<file path="config.mk">
export PLATFORM = sky130hd
export DESIGN_NAME = text_line_justifier_unit
export DESIGN_NICKNAME = d
export VERILOG_FILES = /design/src/hw/rtl/tlj_pkg.sv /design/src/hw/rtl/tlj_ram.sv /design/src/hw/rtl/text_line_justifier_unit.sv
export SDC_FILE = /design/constraint.sdc
export NUM_CORES = 1
export LEC_CHECK = 0
export ABC_AREA = 1
export BUFFER_PORTS_ARGS = -buffer_cell sky130_fd_sc_hd__buf_2
export CORE_ASPECT_RATIO = 0.75
export CORE_MARGIN = 2
export CORE_UTILIZATION = 30
export CTS_BUF_LIST = sky130_fd_sc_hd__clkbuf_4
export CTS_CLUSTER_DIAMETER = 30
export CTS_CLUSTER_SIZE = 28
export DETAILED_ROUTE_END_ITERATION = 8
export MAX_ROUTING_LAYER = met4
export PLACE_DENSITY = 0.44
export SYNTH_ARGS = -nofsm -noshare
export SYNTH_HDL_FRONTEND = slang
export SYNTH_SLANG_ARGS = --single-unit
export TNS_END_PERCENT = 30
</file>
<file path="constraint.sdc">
create_clock -name i_clk -period 6.65 [get_ports i_clk]
set_input_delay 0.665 -clock i_clk [delete_from_list [all_inputs] [get_ports i_clk]]
set_output_delay 0.665 -clock i_clk [all_outputs]
set_load 0.02 [all_outputs]
</file>
<file path="src/hw/rtl/tlj_pkg.sv">
// ----------------------------------------------------------------------------
// tlj_pkg: shared definitions for the text line justifier
// Sizes, register reset value and sequencer state encoding.
// ----------------------------------------------------------------------------
`timescale 1ns / 1ps

package tlj_pkg;

    // line geometry
    localparam int MAX_LINE_WIDTH = 120;
    localparam int MAX_LINE_WORDS = 60;

    // field widths
    localparam int LEN_W   = 7;
    localparam int COUNT_W = 6;
    localparam int ADDR_W  = $clog2(MAX_LINE_WORDS);

    // spare width before division fits in one more bit than a length
    localparam int SPARE_W = LEN_W + 1;
    localparam int STEP_W  = $clog2(SPARE_W);

    localparam logic [LEN_W-1:0] LINE_WIDTH_RESET = LEN_W'(80);

    // sequencer states, one-hot
    typedef enum logic [3:0] {
        S_IDLE = 4'b0001,
        S_PREP = 4'b0010,
        S_DIV  = 4'b0100,
        S_EMIT = 4'b1000
    } t_state;

endpackage

</file>
<file path="src/hw/rtl/tlj_ram.sv">
// ----------------------------------------------------------------------------
// tlj_ram: generic simple dual-port RAM
// One write port, one read port with registered read data held when idle.
// ----------------------------------------------------------------------------
`timescale 1ns / 1ps

module tlj_ram #(
    parameter int WIDTH = 8,
    parameter int DEPTH = 64
) (
    input  logic                     i_clk,
    input  logic                     i_wr_en,
    input  logic [$clog2(DEPTH)-1:0] i_wr_addr,
    input  logic [WIDTH-1:0]         i_wr_data,
    input  logic                     i_rd_en,
    input  logic [$clog2(DEPTH)-1:0] i_rd_addr,
    output logic [WIDTH-1:0]         o_rd_data
);

    logic [WIDTH-1:0] r_mem [DEPTH];
    logic [WIDTH-1:0] r_rd_data;

    always_ff @(posedge i_clk) begin
        if (i_wr_en) begin
            r_mem[i_wr_addr] <= i_wr_data;
        end
        if (i_rd_en) begin
            r_rd_data <= r_mem[i_rd_addr];
        end
    end

    assign o_rd_data = r_rd_data;

endmodule

</file>
<file path="src/hw/rtl/text_line_justifier_unit.sv">
// ----------------------------------------------------------------------------
// text_line_justifier_unit: greedy fully justified line filling
// Buffers word lengths of the open line and emits one beat per word when the
// line closes, with the spaces that follow it.
// ----------------------------------------------------------------------------
// A word that fits on the open line is appended and the unit stays ready
// for the next word. A word that closes a line, or a final word, holds the
// input off while the line is emitted: a setup step, the shared restoring
// divider (spare width over gap count, only for lines of several words
// that fit), one beat per buffered word read from the line buffer at one
// word per cycle when the output is not stalled, and a wrap-up step. A
// final word that also closes a line emits both lines before the next word
// is taken. The width register is read for each fit test and when a line
// is set up, values above 120 act as 120.
`timescale 1ns / 1ps

module text_line_justifier_unit (
    input  logic        i_clk,
    input  logic        i_rst_n,
    // configuration: line_width
    input  logic        i_cfg_wr_en,
    input  logic [6:0]  i_cfg_wr_data,
    // input words
    input  logic        s_axis_tvalid,
    output logic        s_axis_tready,
    input  logic [7:0]  s_axis_tdata,   // [6:0] word_length, [7] zero
    input  logic        s_axis_tlast,   // final_word
    // placed words
    output logic        m_axis_tvalid,
    input  logic        m_axis_tready,
    output logic [15:0] m_axis_tdata,   // [6:0] out_word_length, [13:7] spaces_after,
                                        // [15:14] zero
    output logic        m_axis_tuser,   // line_end
    output logic        m_axis_tlast    // run_last
);

    localparam int LEN_W   = tlj_pkg::LEN_W;
    localparam int COUNT_W = tlj_pkg::COUNT_W;
    localparam int ADDR_W  = tlj_pkg::ADDR_W;
    localparam int SPARE_W = tlj_pkg::SPARE_W;
    localparam int STEP_W  = tlj_pkg::STEP_W;

    // control registers
    tlj_pkg::t_state      r_state,      n_state;
    logic [LEN_W-1:0]     r_line_width, n_line_width;
    logic [COUNT_W-1:0]   r_count,      n_count;
    logic [LEN_W-1:0]     r_used,       n_used;
    logic                 r_old,        n_old;
    logic                 r_ovalid,     n_ovalid;

    // payload / datapath registers
    logic [LEN_W-1:0]     r_w,      n_w;
    logic                 r_fin,    n_fin;
    logic [COUNT_W-1:0]   r_n,      n_n;
    logic                 r_single, n_single;
    logic [SPARE_W-1:0]   r_quo,    n_quo;
    logic [COUNT_W-1:0]   r_rem,    n_rem;
    logic [STEP_W-1:0]    r_step,   n_step;
    logic [COUNT_W-1:0]   r_idx,    n_idx;
    logic [LEN_W-1:0]     r_olen,   n_olen;
    logic [LEN_W-1:0]     r_ospc,   n_ospc;
    logic                 r_oend,   n_oend;
    logic                 r_olast,  n_olast;

    // line buffer port
    logic                 ram_we;
    logic [ADDR_W-1:0]    ram_waddr;
    logic [LEN_W-1:0]     ram_wdata;
    logic                 ram_re;
    logic [ADDR_W-1:0]    ram_raddr;
    logic [LEN_W-1:0]     ram_rdata;

    // datapath helpers
    logic [LEN_W-1:0]     w_eff;
    logic [LEN_W-1:0]     in_len;
    logic [SPARE_W:0]     fit_sum;
    logic                 close_line;
    logic [COUNT_W-1:0]   gaps;
    logic [SPARE_W-1:0]   spare;
    logic [LEN_W:0]       div_acc;
    logic [LEN_W+1:0]     div_diff;
    logic                 out_free;
    logic [COUNT_W-1:0]   idx_next;
    logic [SPARE_W-1:0]   gap_spaces;

    tlj_ram #(
        .WIDTH (LEN_W),
        .DEPTH (tlj_pkg::MAX_LINE_WORDS)
    ) u_line_buf (
        .i_clk     (i_clk),
        .i_wr_en   (ram_we),
        .i_wr_addr (ram_waddr),
        .i_wr_data (ram_wdata),
        .i_rd_en   (ram_re),
        .i_rd_addr (ram_raddr),
        .o_rd_data (ram_rdata)
    );

    // effective width and close test
    assign w_eff = (r_line_width > LEN_W'(tlj_pkg::MAX_LINE_WIDTH))
                   ? LEN_W'(tlj_pkg::MAX_LINE_WIDTH) : r_line_width;
    assign in_len   = s_axis_tdata[LEN_W-1:0];
    assign fit_sum  = (SPARE_W+1)'(r_used) + (SPARE_W+1)'(in_len) + (SPARE_W+1)'(1);
    assign close_line = (r_count != '0) &&
                        ((fit_sum > (SPARE_W+1)'(w_eff)) ||
                         (r_count >= COUNT_W'(tlj_pkg::MAX_LINE_WORDS)));

    // used width equals chars plus gaps, so spare = width - used + gaps
    assign gaps  = r_count - COUNT_W'(1);
    assign spare = SPARE_W'(w_eff) - SPARE_W'(r_used) + SPARE_W'(gaps);

    // shared restoring divide step
    assign div_acc  = {(LEN_W-COUNT_W)'(0), r_rem, r_quo[SPARE_W-1]};
    assign div_diff = (LEN_W+2)'(div_acc) - (LEN_W+2)'(r_n - COUNT_W'(1));

    assign out_free   = !r_ovalid || m_axis_tready;
    assign idx_next   = r_idx + COUNT_W'(1);
    assign gap_spaces = r_quo + ((r_idx < r_rem) ? SPARE_W'(1) : SPARE_W'(0));

    // sequencer
    always_comb begin
        n_state      = r_state;
        n_line_width = r_line_width;
        n_count      = r_count;
        n_used       = r_used;
        n_old        = r_old;
        n_ovalid     = r_ovalid && !m_axis_tready;
        n_w          = r_w;
        n_fin        = r_fin;
        n_n          = r_n;
        n_single     = r_single;
        n_quo        = r_quo;
        n_rem        = r_rem;
        n_step       = r_step;
        n_idx        = r_idx;
        n_olen       = r_olen;
        n_ospc       = r_ospc;
        n_oend       = r_oend;
        n_olast      = r_olast;
        ram_we       = 1'b0;
        ram_waddr    = r_count[ADDR_W-1:0];
        ram_wdata    = in_len;
        ram_re       = 1'b0;
        ram_raddr    = '0;

        if (i_cfg_wr_en) begin
            n_line_width = i_cfg_wr_data;
        end

        unique case (r_state)
            tlj_pkg::S_IDLE: begin
                if (s_axis_tvalid) begin
                    n_w   = in_len;
                    n_fin = s_axis_tlast;
                    if (close_line) begin
                        n_old   = 1'b1;
                        n_state = tlj_pkg::S_PREP;
                    end else begin
                        // append word to the open line
                        ram_we  = 1'b1;
                        n_count = r_count + COUNT_W'(1);
                        n_used  = (r_count == '0) ? in_len
                                  : LEN_W'(fit_sum);
                        n_old   = 1'b0;
                        if (s_axis_tlast) begin
                            n_state = tlj_pkg::S_PREP;
                        end
                    end
                end
            end

            tlj_pkg::S_PREP: begin
                // fetch first word, set up spacing for the line
                ram_re   = 1'b1;
                n_n      = r_count;
                n_idx    = '0;
                n_single = (r_count == COUNT_W'(1));
                n_rem    = '0;
                if (r_count == COUNT_W'(1)) begin
                    n_quo   = (w_eff > r_used) ? SPARE_W'(w_eff - r_used) : '0;
                    n_state = tlj_pkg::S_EMIT;
                end else if (w_eff < r_used) begin
                    n_quo   = SPARE_W'(1);
                    n_state = tlj_pkg::S_EMIT;
                end else begin
                    n_quo   = spare;
                    n_step  = STEP_W'(SPARE_W - 1);
                    n_state = tlj_pkg::S_DIV;
                end
            end

            tlj_pkg::S_DIV: begin
                // one quotient bit per cycle
                if (!div_diff[LEN_W+1]) begin
                    n_rem = div_diff[COUNT_W-1:0];
                    n_quo = {r_quo[SPARE_W-2:0], 1'b1};
                end else begin
                    n_rem = div_acc[COUNT_W-1:0];
                    n_quo = {r_quo[SPARE_W-2:0], 1'b0};
                end
                n_step = r_step - STEP_W'(1);
                if (r_step == '0) begin
                    n_state = tlj_pkg::S_EMIT;
                end
            end

            tlj_pkg::S_EMIT: begin
                if (r_idx != r_n) begin
                    if (out_free) begin
                        // load the next word beat, prefetch the one after
                        n_ovalid = 1'b1;
                        n_olen   = ram_rdata;
                        n_oend   = (idx_next == r_n);
                        n_olast  = (idx_next == r_n) && !(r_old && r_fin);
                        if (r_single) begin
                            n_ospc = r_quo[LEN_W-1:0];
                        end else if (idx_next != r_n) begin
                            n_ospc = gap_spaces[LEN_W-1:0];
                        end else begin
                            n_ospc = '0;
                        end
                        n_idx = idx_next;
                        if (idx_next != r_n) begin
                            ram_re    = 1'b1;
                            ram_raddr = idx_next[ADDR_W-1:0];
                        end
                    end
                end else begin
                    // line done: start the next one
                    n_count = '0;
                    n_used  = '0;
                    if (r_old) begin
                        ram_we    = 1'b1;
                        ram_waddr = '0;
                        ram_wdata = r_w;
                        n_count   = COUNT_W'(1);
                        n_used    = r_w;
                        n_old     = 1'b0;
                        n_state   = r_fin ? tlj_pkg::S_PREP : tlj_pkg::S_IDLE;
                    end else begin
                        n_state = tlj_pkg::S_IDLE;
                    end
                end
            end

            default: begin
                n_state = tlj_pkg::S_IDLE;
            end
        endcase
    end

    // control state
    always_ff @(posedge i_clk) begin
        if (!i_rst_n) begin
            r_state      <= tlj_pkg::S_IDLE;
            r_line_width <= tlj_pkg::LINE_WIDTH_RESET;
            r_count      <= '0;
            r_used       <= '0;
            r_old        <= 1'b0;
            r_ovalid     <= 1'b0;
        end else begin
            r_state      <= n_state;
            r_line_width <= n_line_width;
            r_count      <= n_count;
            r_used       <= n_used;
            r_old        <= n_old;
            r_ovalid     <= n_ovalid;
        end
    end

    // datapath
    always_ff @(posedge i_clk) begin
        r_w      <= n_w;
        r_fin    <= n_fin;
        r_n      <= n_n;
        r_single <= n_single;
        r_quo    <= n_quo;
        r_rem    <= n_rem;
        r_step   <= n_step;
        r_idx    <= n_idx;
        r_olen   <= n_olen;
        r_ospc   <= n_ospc;
        r_oend   <= n_oend;
        r_olast  <= n_olast;
    end

    // ports
    assign s_axis_tready = (r_state == tlj_pkg::S_IDLE);
    assign m_axis_tvalid = r_ovalid;
    assign m_axis_tdata  = {2'b00, r_ospc, r_olen};
    assign m_axis_tuser  = r_oend;
    assign m_axis_tlast  = r_olast;

endmodule

</file>
# Word level (Yosys, flattened, before mapping)
# Memory sizes are Yosys's and may differ from the RTL's. A register that Yosys moved wholly into a read port is not among the register bits.
# Cells that the tools add are included.
# Widths: inputs -> output; s select.
# totals
reg_bits	80
ramBits	420
input_bits	21
out_inout_bits	20
memories	1
# memory_table
name	depth	width	rd	rd_ports_with_merged_regs	write_ports	line	text
u_line_buf.r_mem	60	7	1	1	1	tlj_ram.sv:20	logic [WIDTH-1:0] r_mem [DEPTH];
# op_classes
addsub	11
order_cmp	6
n_eq_ne	17
n_mux	66
n_reduce_logical	22
# ops
op	count
$mux 6	13
$mux 7	11
$pmux 6 s2	3
$mux 4	7
$mux 8	3
$mux 1	18
$ne 2x2->1 const B	8
$pmux 4 s4	1
$pmux 8 s2	1
$pmux 7 s2	1
$add 6x1->6 const B	2
$ne 6x6->1	2
$reduce_and 3->1	4
$add 8x1->9 const B	1
$gt 9x7->1	1
$sub 8x7->9	1
$add 7x7->8	1
$add 8x6->8	1
$reduce_and 4->1	2
$sub 7x7->8	1
$add 7x1->7	1
$gt 7x7->1	1
$gt 7x7->1 const B	1
$lt 7x7->1	1
24 further kinds	36

# Depth between registers and ports, before layout
# depth
word_depth	10
depth_mapped	23

# Cells and area by module
# A second synthesis with hierarchy kept.
# hier_totals
cells_unflattened	2288
hier_area_um2	23389.9
# modules_own_cells
module	instances	cells_per_inst	area_per_inst_um2	seq_area_each_um2
tlj_ram	1	1581	17782.1	12822.3
text_line_justifier_unit	1	707	5607.9	2142.1

# Worst setup path before layout
# OpenSTA, ideal clock, no wires.
# synth_path
kind	register -> register
start	register r_idx[3]
end	memory u_line_buf.r_mem[0][3] in the netlist's numbering, data pin
setup_time_ps	671
arrival_ps	3740
t_required_ps	5979
path_slack_ps	2239
stages_incl_launch_ff	9
n_path_buf	1
synth_period_minus_slack_ps	4411
cell_sequence	edfxtp_1 -> nand2_1 -> nand2_1 -> nor2_1 -> nand3_2 -> nor2_1 -> inv_1 -> clkbuf_1 -> o21ai_0
# synth_via
elab_chain_cells	3
# synth_lines
item	line	text
from (decl)	text_line_justifier_unit.sv:59	logic [COUNT_W-1:0] r_idx, n_idx;
from (signal assigned)	text_line_justifier_unit.sv:280	r_idx <= n_idx;
$ne 6x6->1	text_line_justifier_unit.sv:208	if (r_idx != r_n) begin
$mux 7	text_line_justifier_unit.sv:208	
$mux 7	text_line_justifier_unit.sv:150	unique case (r_state)
via ram_wdata[3]	text_line_justifier_unit.sv:68	logic [LEN_W-1:0] ram_wdata;
to (decl)	tlj_ram.sv:20	
# The timed path passes the listed nets, and every way through them passes these cells.

# Worst setup path in the final report
# layout_path
start	input port s_axis_tdata[0]
end	memory u_line_buf.r_mem[53][5] in the netlist's numbering (enable)
# layout_via
elab_chain_cells	10
# layout_lines
item	line	text
from (decl)	text_line_justifier_unit.sv:26	input logic [7:0] s_axis_tdata,
$add 7x7->8	text_line_justifier_unit.sv:103	assign fit_sum = (SPARE_W+1)'(r_used) + (SPARE_W+1)'(in_len) + (SPARE_W+1)'(1);
$add 8x1->9	text_line_justifier_unit.sv:103	
$gt 9x7->1	text_line_justifier_unit.sv:105	((fit_sum > (SPARE_W+1)'(w_eff)) ||
$logic_or 1x1->1	text_line_justifier_unit.sv:105	
$logic_and 1x1->1	text_line_justifier_unit.sv:104	assign close_line = (r_count != '0) &&
$mux 1	text_line_justifier_unit.sv:155	if (close_line) begin
$mux 1	text_line_justifier_unit.sv:152	if (s_axis_tvalid) begin
$pmux 1 s2	text_line_justifier_unit.sv:150	
$mux 1	tlj_ram.sv:24	if (i_wr_en) begin
$mux 1 (implied by the code)	tlj_ram.sv:25	r_mem[i_wr_addr] <= i_wr_data;
# No other way between the ends.

==> flow_metrics.tcl <==
set metrics [dict create \
    cts_tree "yes" \
    r2r-start "r_used[0]" \
    worstPathArrival_ns 5.67 \
    syn_area_mm2 0.0242 \
    power_mw 8.79 \
    avgRoutedWirePerCell_um 19.1 \
    switching_power_mw 2.79 \
    clock-sinks 507 \
    postCtsResizedCells 0 \
    crit_start "s_axis_tdata[0]" \
    p_seq_share_pct 42.7 \
    path_class "input pin to flip-flop" \
    drv_cap 0 \
    cp-end-kind "flip-flop" \
    synthArstFlopShare_pct 0 \
    finalMaxSlewViolations 0 \
    hold_start "m_axis_tready" \
    hpwl_mm 42.9 \
    yosysWarnings 0 \
    grt_setup_unrepaired "false" \
    clock_skew_ns 0.0554 \
    slew_headroom_pct 20.6 \
    run_status "finished, final reports clean" \
    p_int_mw 6.00 \
    grt_pass1_vias 16845 \
    worst-endpoint-required_ns 7.16 \
    fmax_ghz 0.194 \
    grt_max_degree 99 \
    ant_nets 0 \
    syn_area_per_cell_um2 10.1 \
    dieArea_mm2 0.0828 \
    p_comb_share_pct 21.5 \
    post_cts_buffers 0 \
    vdd_drop_max_v 0.000145 \
    io_pins 41 \
    gp_congestion 0.845 \
    ys_seq_elements 507 \
    tightestPinTransition_ns 1.19 \
    dr.pass1.iters 5 \
    grt_usage_pct 17.2 \
    fin_crit_sh_pct 77.6 \
    ys_seq_area_share_pct 61.9 \
    core-area_mm2 0.0801 \
    clockPowerShare_pct 35.9 \
    path_max_fanout 11 \
    antenna_found_initial 2 \
    die_w_um 332 \
    fp-row-count 90 \
    cts.clk_slew.worst_paths_ns 0.08 \
    start_util_pct 30.2 \
    overflow 0 \
    fin_tns_setup_ns 0 \
    drc 0 \
    finalHoldViolCount 0 \
    final_nets 2550 \
    root_buffer "clkbuf_4" \
    p_per_area_mw_per_mm2 320 \
    wl_mm 69.3 \
    p_leak_nw 11.0 \
    setup_viol 0 \
    grt_pass1_wl_mm 104 \
    vias_per_cell 4.75 \
    period_needed_ns 5.16 \
    clk_latency_ns 0.91 \
    numCtsBuffers 109 \
    h-tree-depth 3 \
    drt_iter0_drc 1513 \
    drive_gt1_share_pct 14.4 \
    dominantRegCellSynth "edfxtp_1" \
    area_delta_synth_final_pct 13.8 \
    synth_edf_count 481 \
    via_count 17252 \
    ys_types 49 \
    die_h_um 250 \
    hp-class "input pin to flip-flop" \
    cp-start-kind "input pin" \
    switching_share_pct 31.8 \
    io_buffers 37 \
    clockBufferDepth 3 \
    syn-instance-count 2391 \
]
cell usage in the layout (no fill, tap or decap), drive strengths merged, types with 3 or more instances in the layout:
cell,instances
dlygate4sd3,18
a21oi,51
nand2,419
nand4,11
fa,4
clkinvlp,10
dfxtp,26
o22ai,3
o21ai,103
ha,47
a21o,3
xnor2,8
o2111ai,29
nor2,214
or2,71
nor3,8
xor2,21
nand3b,27
inv,387
clkinv,43
clkbuf,123
a22oi,5
edfxtp,481
buf,65
a31oi,5
bufinv,19
nand3,357
worst max-delay path, stage by stage:
cell           delay, ns
dlygate4sd3_1       0.52
buf_2               0.12
inv_1               0.08
ha_1                0.24
fa_1                0.41
o21ai_0             0.34
a21oi_1             0.13
nor2_1              0.12
nor2_1              0.06
xnor2_1             0.14
ha_1                0.30
nand2_1             0.06
inv_1               0.06
nand2_1             0.04
o21ai_0             0.23
nand3_1             0.14
nand2_1             0.10
nand2_1             0.11
nand2_1             0.33
nand4_2             0.66
nor2_1              0.79
power groups by stage:
stage / clock network (mW) / registers, mW / logic [mW]
2_1_floorplan: 0 / 3.79 / 1.31
3_3_place_gp: 0 / 3.82 / 1.83
3_5_place_dp: 0 / 3.82 / 1.85
4_1_cts: 3.23 / 3.75 / 1.87
5_1_grt: 3.37 / 3.76 / 2.12
6_report: 3.15 / 3.75 / 1.89
final timing paths:
check | slack, ns | endpoint | cells past startpoint
hold / removal | 0.12 | m_axis_tvalid | 4
setup reg to reg | 1.57 | u_line_buf.r_mem[53][5] | 19
setup / recovery | 1.49 | u_line_buf.r_mem[53][5] | 21
hold reg to reg | 0.44 | r_olen[3] | 0
metrics by stage:
step / instance area, um^2 / utilization (%) / std cells / hold WS, ns / worst slack (ns)
6_report: 27500 / 34.3 / 3634 / 0.117 / 1.49
2_1_floorplan: 24200 / - / 2392 / 0.400 / 2.24
3_5_place_dp: 25400 / 31.7 / 3407 / 0.423 / 1.06
5_1_grt: 27500 / 34.3 / 3634 / 0.0401 / 1.16
3_3_place_gp: 25400 / 31.7 / 3407 / 0.419 / 1.07
4_1_cts: 27500 / 34.3 / 3632 / 0.0330 / 1.50
layout make-up:
cell class	instances	area [um^2]
Tap cell	1058	1320
Clock buffer	123	923
Sequential cell	507	15000
Inverter	375	1410
Clock inverter	84	985
Antenna cell	2	5.00
Timing Repair Buffer	83	588
Fill cell	8106	52600
Multi-Input combinational cell	1402	7290
metal layers:
layer | wire (um) | vias to the layer above | GRT usage (%)
li1 | - | 8272 | -
met1 | 34300 | 8411 | 24.7
met2 | 29800 | 459 | 24.8
met3 | 3710 | 110 | 3.08
met4 | 1440 | 0 | 4.62
met5 | 0 | - | -
cell families (layout without fill, tap and decap cells):
family	Yosys count	in the layout	share of synthesized area, %
AO/OA/AOI/OAI	208	208	5.00
XOR/XNOR	29	29	1.05
adder cells (fa/ha/maj)	51	51	2.77
buffers and inverters	483	665	8.22
flip-flops	507	507	61.9
multiplexers	1	1	0.0414
other	1	4	0.0155
AND/OR/NAND/NOR	1111	1111	21.0
registers in the layout, summed over array words and instances, names as in the netlist, 7 cells and up:
name,cells
u_line_buf.r_mem,420
r_quo,8
r_line_width,7
r_olen,7
r_ospc,7
r_used,7
r_w,7
u_line_buf.o_rd_data,7
Yosys cell counts (all sizes together) (5+ instances only):
library cell | count | area (um^2)
or2 | 71 | 444
edfxtp | 481 | 14400
nor3 | 8 | 45.0
nand4 | 11 | 87.6
xnor2 | 8 | 70.1
ha | 47 | 588
clkbuf | 35 | 131
dfxtp | 26 | 521
nor2 | 214 | 828
a22oi | 5 | 37.5
o2111ai | 29 | 254
o21ai | 103 | 516
nand3 | 357 | 1840
buf | 73 | 442
a31oi | 5 | 31.3
nand3b | 27 | 203
nand2 | 419 | 1580
inv | 372 | 1400
a21oi | 51 | 255
xor2 | 21 | 184
repair_timing:
| item | CTS | global route |
|---|---|---|
| hold endpoints to repair | 15 | 0 |
| hold buffers | 18 | 0 |
| endpoints found under the setup margin | 0 | 0 |
Note: power is estimated with default switching activity, not from simulation.
